## src/rtl/sip24_pkg.sv

```systemverilog
`timescale 1ns / 1ps

package sip24_pkg;

    localparam int LANE_W  = 64;
    localparam int PADDR_W = 4;

    localparam logic [LANE_W-1:0] SIP_C0    = 64'h736f6d6570736575;
    localparam logic [LANE_W-1:0] SIP_C1    = 64'h646f72616e646f6d;
    localparam logic [LANE_W-1:0] SIP_C2    = 64'h6c7967656e657261;
    localparam logic [LANE_W-1:0] SIP_C3    = 64'h7465646279746573;
    localparam logic [LANE_W-1:0] FINAL_XOR = 64'h00000000000000ff;

    localparam int ROT_13 = 13;
    localparam int ROT_16 = 16;
    localparam int ROT_17 = 17;
    localparam int ROT_21 = 21;
    localparam int ROT_32 = 32;

    localparam logic REG_KEY_LOW  = 1'b0;
    localparam logic REG_KEY_HIGH = 1'b1;

    typedef struct packed {
        logic [LANE_W-1:0] v0;
        logic [LANE_W-1:0] v1;
        logic [LANE_W-1:0] v2;
        logic [LANE_W-1:0] v3;
    } sip24_lanes_t;

    typedef struct packed {
        logic              valid;
        logic [LANE_W-1:0] digest;
    } sip24_res_t;

    function automatic logic [LANE_W-1:0] rotl(input logic [LANE_W-1:0] x, input int n);
        rotl = (x << n) | (x >> (LANE_W - n));
    endfunction

    function automatic logic [LANE_W-1:0] byte_mask(input logic [2:0] nbytes);
        byte_mask = ~({LANE_W{1'b1}} << {nbytes, 3'b000});
    endfunction

endpackage

```

## src/rtl/sip24_round.sv

```systemverilog
`timescale 1ns / 1ps

module sip24_round import sip24_pkg::*; (
    input  sip24_lanes_t lanes_in,
    output sip24_lanes_t lanes_out
);

    logic [LANE_W-1:0] a0;
    logic [LANE_W-1:0] b1;
    logic [LANE_W-1:0] c0;
    logic [LANE_W-1:0] a2;
    logic [LANE_W-1:0] b3;
    logic [LANE_W-1:0] d0;
    logic [LANE_W-1:0] d2;

    always_comb begin
        a0 = lanes_in.v0 + lanes_in.v1;
        b1 = rotl(lanes_in.v1, ROT_13) ^ a0;
        c0 = rotl(a0, ROT_32);
        a2 = lanes_in.v2 + lanes_in.v3;
        b3 = rotl(lanes_in.v3, ROT_16) ^ a2;
        d0 = c0 + b3;
        d2 = a2 + b1;
        lanes_out.v0 = d0;
        lanes_out.v3 = rotl(b3, ROT_21) ^ d0;
        lanes_out.v1 = rotl(b1, ROT_17) ^ d2;
        lanes_out.v2 = rotl(d2, ROT_32);
    end

endmodule

```

## src/rtl/sip24_core.sv

```systemverilog
`timescale 1ns / 1ps

module sip24_core import sip24_pkg::*; (
    input  logic              aclk,
    input  logic              aresetn,
    input  logic [LANE_W-1:0] key_low,
    input  logic [LANE_W-1:0] key_high,
    input  logic              s_valid,
    output logic              s_ready,
    input  logic [LANE_W-1:0] s_msg_word,
    input  logic [2:0]        s_tail_bytes,
    input  logic              s_last_item,
    output sip24_res_t        res,
    input  logic              res_ready
);

    localparam logic [1:0] ST_IDLE   = 2'd0;
    localparam logic [1:0] ST_ABSORB = 2'd1;
    localparam logic [1:0] ST_FINAL  = 2'd2;
    localparam logic [1:0] ST_DONE   = 2'd3;

    logic [1:0]        state_reg, state_next;
    logic [1:0]        rnd_reg, rnd_next;
    logic              open_reg, open_next;
    logic [7:0]        len_reg, len_next;
    logic              last_reg, last_next;
    logic [LANE_W-1:0] m_reg, m_next;
    sip24_lanes_t      lanes_reg, lanes_next;

    sip24_lanes_t      start_lanes;
    sip24_lanes_t      round_in;
    sip24_lanes_t      round_out;
    logic [7:0]        len_base;
    logic [7:0]        len_total;
    logic [LANE_W-1:0] msg_in;
    logic              in_fire;

    sip24_round u_round (
        .lanes_in  (round_in),
        .lanes_out (round_out)
    );

    assign s_ready = (state_reg == ST_IDLE);
    assign in_fire = s_valid && s_ready;

    always_comb begin
        len_base  = open_reg ? len_reg : 8'd0;
        len_total = len_base + {5'd0, s_tail_bytes};
        if (s_last_item) begin
            msg_in = (s_msg_word & byte_mask(s_tail_bytes)) | {len_total, 56'd0};
        end else begin
            msg_in = s_msg_word;
        end
        if (open_reg) begin
            start_lanes = lanes_reg;
        end else begin
            start_lanes.v0 = SIP_C0 ^ key_low;
            start_lanes.v1 = SIP_C1 ^ key_high;
            start_lanes.v2 = SIP_C2 ^ key_low;
            start_lanes.v3 = SIP_C3 ^ key_high;
        end
        start_lanes.v3 = start_lanes.v3 ^ msg_in;
        round_in = (state_reg == ST_IDLE) ? start_lanes : lanes_reg;
    end

    always_comb begin
        state_next = state_reg;
        rnd_next   = rnd_reg;
        open_next  = open_reg;
        len_next   = len_reg;
        last_next  = last_reg;
        m_next     = m_reg;
        lanes_next = lanes_reg;
        res.valid  = 1'b0;
        res.digest = lanes_reg.v0 ^ lanes_reg.v1 ^ lanes_reg.v2 ^ lanes_reg.v3;
        case (state_reg)
            ST_IDLE: begin
                if (in_fire) begin
                    lanes_next = round_out;
                    m_next     = msg_in;
                    last_next  = s_last_item;
                    open_next  = !s_last_item;
                    len_next   = s_last_item ? len_total : len_base + 8'd8;
                    state_next = ST_ABSORB;
                end
            end
            ST_ABSORB: begin
                lanes_next    = round_out;
                lanes_next.v0 = round_out.v0 ^ m_reg;
                rnd_next      = 2'd0;
                if (last_reg) begin
                    lanes_next.v2 = round_out.v2 ^ FINAL_XOR;
                    state_next    = ST_FINAL;
                end else begin
                    state_next = ST_IDLE;
                end
            end
            ST_FINAL: begin
                lanes_next = round_out;
                rnd_next   = rnd_reg + 2'd1;
                if (rnd_reg == 2'd3) begin
                    state_next = ST_DONE;
                end
            end
            ST_DONE: begin
                res.valid = 1'b1;
                if (res_ready) begin
                    state_next = ST_IDLE;
                end
            end
            default: begin
                state_next = ST_IDLE;
            end
        endcase
    end

    always_ff @(posedge aclk) begin
        if (!aresetn) begin
            state_reg <= ST_IDLE;
            rnd_reg   <= 2'd0;
            open_reg  <= 1'b0;
            len_reg   <= 8'd0;
        end else begin
            state_reg <= state_next;
            rnd_reg   <= rnd_next;
            open_reg  <= open_next;
            len_reg   <= len_next;
        end
    end

    always_ff @(posedge aclk) begin
        last_reg  <= last_next;
        m_reg     <= m_next;
        lanes_reg <= lanes_next;
    end

endmodule

```

## src/rtl/siphash24_stream_hasher_top.sv

```systemverilog
`timescale 1ns / 1ps

// Keyed SipHash-2-4 over a message streamed as 64-bit little-endian words.
// Input channel s_*: one word per handshake; s_last_item marks the final
// word, whose low s_tail_bytes bytes are kept and the rest masked off.
// Result channel m_*: one 64-bit digest per message, after its last word.
// Key: key_low at byte address 0, key_high at byte address 8, written over
// the APB port; the user writes them only while no message is in flight,
// which the block does not enforce; pready is always high.
// Throughput: one SipRound per cycle in the shared round unit. Each word
// gets 2 compression rounds, at acceptance and in ABSORB; a last word then
// gets 4 finalization rounds in FINAL, and DONE moves the digest into the
// output register (m_valid) once it is free; s_ready is low until IDLE again.
// Stall: the output register holds the digest while m_ready is low; new
// words are still taken until a further digest is done and waits in DONE.
// Reset (aresetn low, synchronous): keys clear to zero, any open message is
// dropped and the output register empties.
module siphash24_stream_hasher_top import sip24_pkg::*; (
    input  logic               aclk,
    input  logic               aresetn,
    input  logic               psel,
    input  logic               penable,
    input  logic               pwrite,
    input  logic [PADDR_W-1:0] paddr,
    input  logic [LANE_W-1:0]  pwdata,
    output logic [LANE_W-1:0]  prdata,
    output logic               pready,
    input  logic               s_valid,
    output logic               s_ready,
    input  logic [LANE_W-1:0]  s_msg_word,
    input  logic [2:0]         s_tail_bytes,
    input  logic               s_last_item,
    output logic               m_valid,
    input  logic               m_ready,
    output logic [LANE_W-1:0]  m_digest
);

    logic [LANE_W-1:0] key_low_reg;
    logic [LANE_W-1:0] key_high_reg;
    logic              out_valid_reg, out_valid_next;
    logic [LANE_W-1:0] digest_reg, digest_next;
    sip24_res_t        res;
    logic              res_ready;
    logic              wr_en;

    assign pready = 1'b1;
    assign wr_en  = psel && penable && pwrite && pready;
    assign prdata = (paddr[3] == REG_KEY_HIGH) ? key_high_reg : key_low_reg;

    always_ff @(posedge aclk) begin
        if (!aresetn) begin
            key_low_reg  <= '0;
            key_high_reg <= '0;
        end else if (wr_en) begin
            if (paddr[3] == REG_KEY_HIGH) begin
                key_high_reg <= pwdata;
            end else begin
                key_low_reg <= pwdata;
            end
        end
    end

    sip24_core u_core (
        .aclk         (aclk),
        .aresetn      (aresetn),
        .key_low      (key_low_reg),
        .key_high     (key_high_reg),
        .s_valid      (s_valid),
        .s_ready      (s_ready),
        .s_msg_word   (s_msg_word),
        .s_tail_bytes (s_tail_bytes),
        .s_last_item  (s_last_item),
        .res          (res),
        .res_ready    (res_ready)
    );

    assign res_ready = !out_valid_reg || m_ready;

    always_comb begin
        out_valid_next = out_valid_reg;
        digest_next    = digest_reg;
        if (res.valid && res_ready) begin
            out_valid_next = 1'b1;
            digest_next    = res.digest;
        end else if (m_ready) begin
            out_valid_next = 1'b0;
        end
    end

    always_ff @(posedge aclk) begin
        if (!aresetn) begin
            out_valid_reg <= 1'b0;
        end else begin
            out_valid_reg <= out_valid_next;
        end
    end

    always_ff @(posedge aclk) begin
        digest_reg <= digest_next;
    end

    assign m_valid  = out_valid_reg;
    assign m_digest = digest_reg;

endmodule

```

## config.mk

```make
export PLATFORM = sky130hd
export DESIGN_NAME = siphash24_stream_hasher_top
export DESIGN_NICKNAME = d
export VERILOG_FILES = /design/src/rtl/sip24_pkg.sv /design/src/rtl/sip24_round.sv /design/src/rtl/sip24_core.sv /design/src/rtl/siphash24_stream_hasher_top.sv
export SDC_FILE = /design/constraint.sdc
export NUM_CORES = 2
export LEC_CHECK = 0
export ABC_AREA = 1
export BUFFER_PORTS_ARGS = -buffer_cell sky130_fd_sc_hd__buf_2
export CORE_ASPECT_RATIO = 1.25
export CORE_MARGIN = 5
export CORE_UTILIZATION = 50
export CTS_BUF_LIST = sky130_fd_sc_hd__clkbuf_4 sky130_fd_sc_hd__clkbuf_8 sky130_fd_sc_hd__clkbuf_16
export CTS_CLUSTER_SIZE = 12
export DETAILED_ROUTE_END_ITERATION = 8
export GPL_TIMING_DRIVEN = 1
export PLACE_DENSITY = 0.69
export SYNTH_ARGS = -nofsm -noshare
export SYNTH_HDL_FRONTEND = slang
export SYNTH_SLANG_ARGS = --single-unit
```

## constraint.sdc

```tcl
create_clock -name aclk -period 21.9 [get_ports aclk]
set_input_delay 1.095 -clock aclk [delete_from_list [all_inputs] [get_ports aclk]]
set_output_delay 1.095 -clock aclk [all_outputs]
set_load 0.05 [all_outputs]
```

==> flow_summary.ini <==
[yosys]
synthAdderAreaFrac = 0.0750
yosysTopAreaCellShare = 0.261
async_flop_share = 0
synth-edff-count = 385
syn-cell-area_sq_um = 44200
synth_xor_area_frac = 0.145
syn_inst = 6083
synth-seq-cells = 527
synth-simple-area-share = 0.229
synth-compound-area-share = 0.151
synth_top_area_cell = edfxtp_1
synth_area_leaders = edfxtp_1 26%, nand2_1 13%, xor2_1 7.8%
yosysSeqAreaShare = 0.326
syn_avg_cell_area_sq_um = 7.27
muxShareOfSynthArea = 0.00158
ys.flop_type = edfxtp_1
yosys_warnings = 0
synth_nets = 6488
synth.distinct_cells = 63
synth_top_family_by_area = simple AND/OR/NAND/NOR gates

[grt]
grt_pass1_vias = 44100
grt-ovfl-total = 0
track_usage = 0.533
grt_pass1_wl_mm = 345
met2_usage = 0.746
antenna_found_initial = 15
grt_max_degree = 153
grt-busiest-layer = met2
met3_usage = 0.183
grt.met1_usage = 0.638

[cells_and_area]
drive_gt1_frac = 0.0876
final_common_cell = nand2_1
final_cell_mix = 1567 x nand2_1, 705 x inv_1, 536 x nor2_1
largest_reg_flops = 256
finalNetCount = 6752
syn2layout_area_growth_pct = 11.2

[timing]
setup_viol = 0
period_minus_slack_ns = 12.29
fmax_mhz = 81.3
rsz0062_at_grt = no
max_slew_margin = -0.0972
fin_hold_ws_ns = 0.481
finalHoldViolations = 0
tightestPinTransition_ns = 1.63
maxSlewViolCount = 12
tns_ns = 0
final.period_utilization = 0.561
worst_clock_skew_ns = 0.0290

[clock_network]
cts.clk_slew.worst_paths_ns = 0.06
root_buffer = clkbuf_16
cts_resized = 0
clock_sinks = 527
cts.path.max_buffers = 3
cts_tree = built
htreeDepth = 2
post-cts-setup-buffers = 0
clkLatencyLatePin_ns = 0.67
hold_buffers = 0
cts_made_buffers = 57

[critical_path]
worst_ep_required_time_ns = 22.21
cpMostUsedCell = a21oi_1
cp-start-kind = flip-flop
critPathKind = reg -> reg
cp_max_fo = 76
arrival_ns = 12.61
crit_slowest_cell = xor2_1
slowest_delay_ns = 1.09
cp-endpoint = u_core.lanes_reg[211]
rrSetupSlack_ns = 9.61
cp-startpoint = u_core.state_reg[0]
reg2reg_from = u_core.state_reg[0]
r2r_cells = 32
end_kind = flip-flop
r2r-end = u_core.lanes_reg[211]

[floorplan]
ios = 274
start_util = 0.501
die_area_sq_um = 94500
die_h_um = 342
core_sq_um = 88200
fp.dieW_um = 276
rows = 122

[route]
wl_mm = 262
drt_iter0_markers = 9058
vias_per_cell = 6.38
num_vias = 48400
final_antenna_net_count = 0
drc = 0
drt_pass1_iterations = 9
wl_per_cell_um = 34.6

[hold_path]
hold_class = reg -> reg
min_from = key_low_reg[41]

[job]
max-cap-violations = 4

[status]
violations = max-capacitance violations, max-slew violations
status = complete, but fails checks

[placed_design]
io_buffer_count = 269
gp_congestion = 1.26
hpwl_mm = 221
kinds of logic (layout without fill, tap and decap cells):
group | count (synthesis) | count (layout)
compound gates | 1234 | 1234
xor+xnor | 708 | 708
fa+ha+maj | 262 | 262
buf+inv | 853 | 1161
flops | 527 | 527
mux | 7 | 7
other cells | 1 | 13
simple gates | 2491 | 2491
area by class of cell:
cell class	instances	area [sq um]
fillers	8438	39100
multi-input cells	4703	26700
flip-flops and latches	527	14400
inverters	720	2720
repair buffers	338	1880
clock buffers	87	1730
well taps	1178	1470
clock inverters	16	203
diodes	12	30.0
cell usage after synthesis (26+ instances only):
master,instances
nor2_1,538
nand2_1,1567
xnor2_1,291
o21a_1,26
nand3_1,209
a21oi_1,456
a31oi_1,83
o21ai_0,521
dfxtp_1,142
nor3_1,45
ha_1,257
nand2_2,26
xor2_1,396
o21ai_1,31
a21o_1,31
clkbuf_1,107
edfxtp_1,385
inv_1,707
how the worst min path moves through the flow:
stage	cells past startpoint	to	slack, ns
3_3_place_gp	2	key_low_reg[53]	0.46
2_1_floorplan	2	key_low_reg[0]	0.44
6_report	2	key_low_reg[41]	0.48
4_1_cts	2	key_low_reg[32]	0.48
3_5_place_dp	2	key_low_reg[32]	0.47
5_1_grt	2	key_low_reg[32]	0.49
worst max-delay path: cells and delay by family, from the launching register on:
family,cells,cell delay (ns)
buf+inv,7,1.95
fa+ha+maj,4,1.83
compound gates,12,5.22
simple gates,7,1.01
xor+xnor,2,1.47
flops,1,0.35
per-layer routing:
layer / vias to the layer above / wire length [um]
li1: 20600 / -
met1: 22600 / 88000
met2: 4208 / 102000
met3: 1037 / 39400
met4: 0 / 33000
met5: - / 0
stage by stage:
step	utilization	std cells	setup WS (ns)	area, sq um
3_3_place_gp	0.535	7466	10.75	47200
3_5_place_dp	0.535	7466	10.66	47200
2_1_floorplan	-	6083	1.05	44200
5_1_grt	0.557	7570	9.99	49100
4_1_cts	0.557	7569	10.54	49100
6_report	0.557	7581	9.61	49200
Power is left out: the tool's default activity adds up to more than one toggle a clock period on the data nets, which glitch-free logic cannot reach.
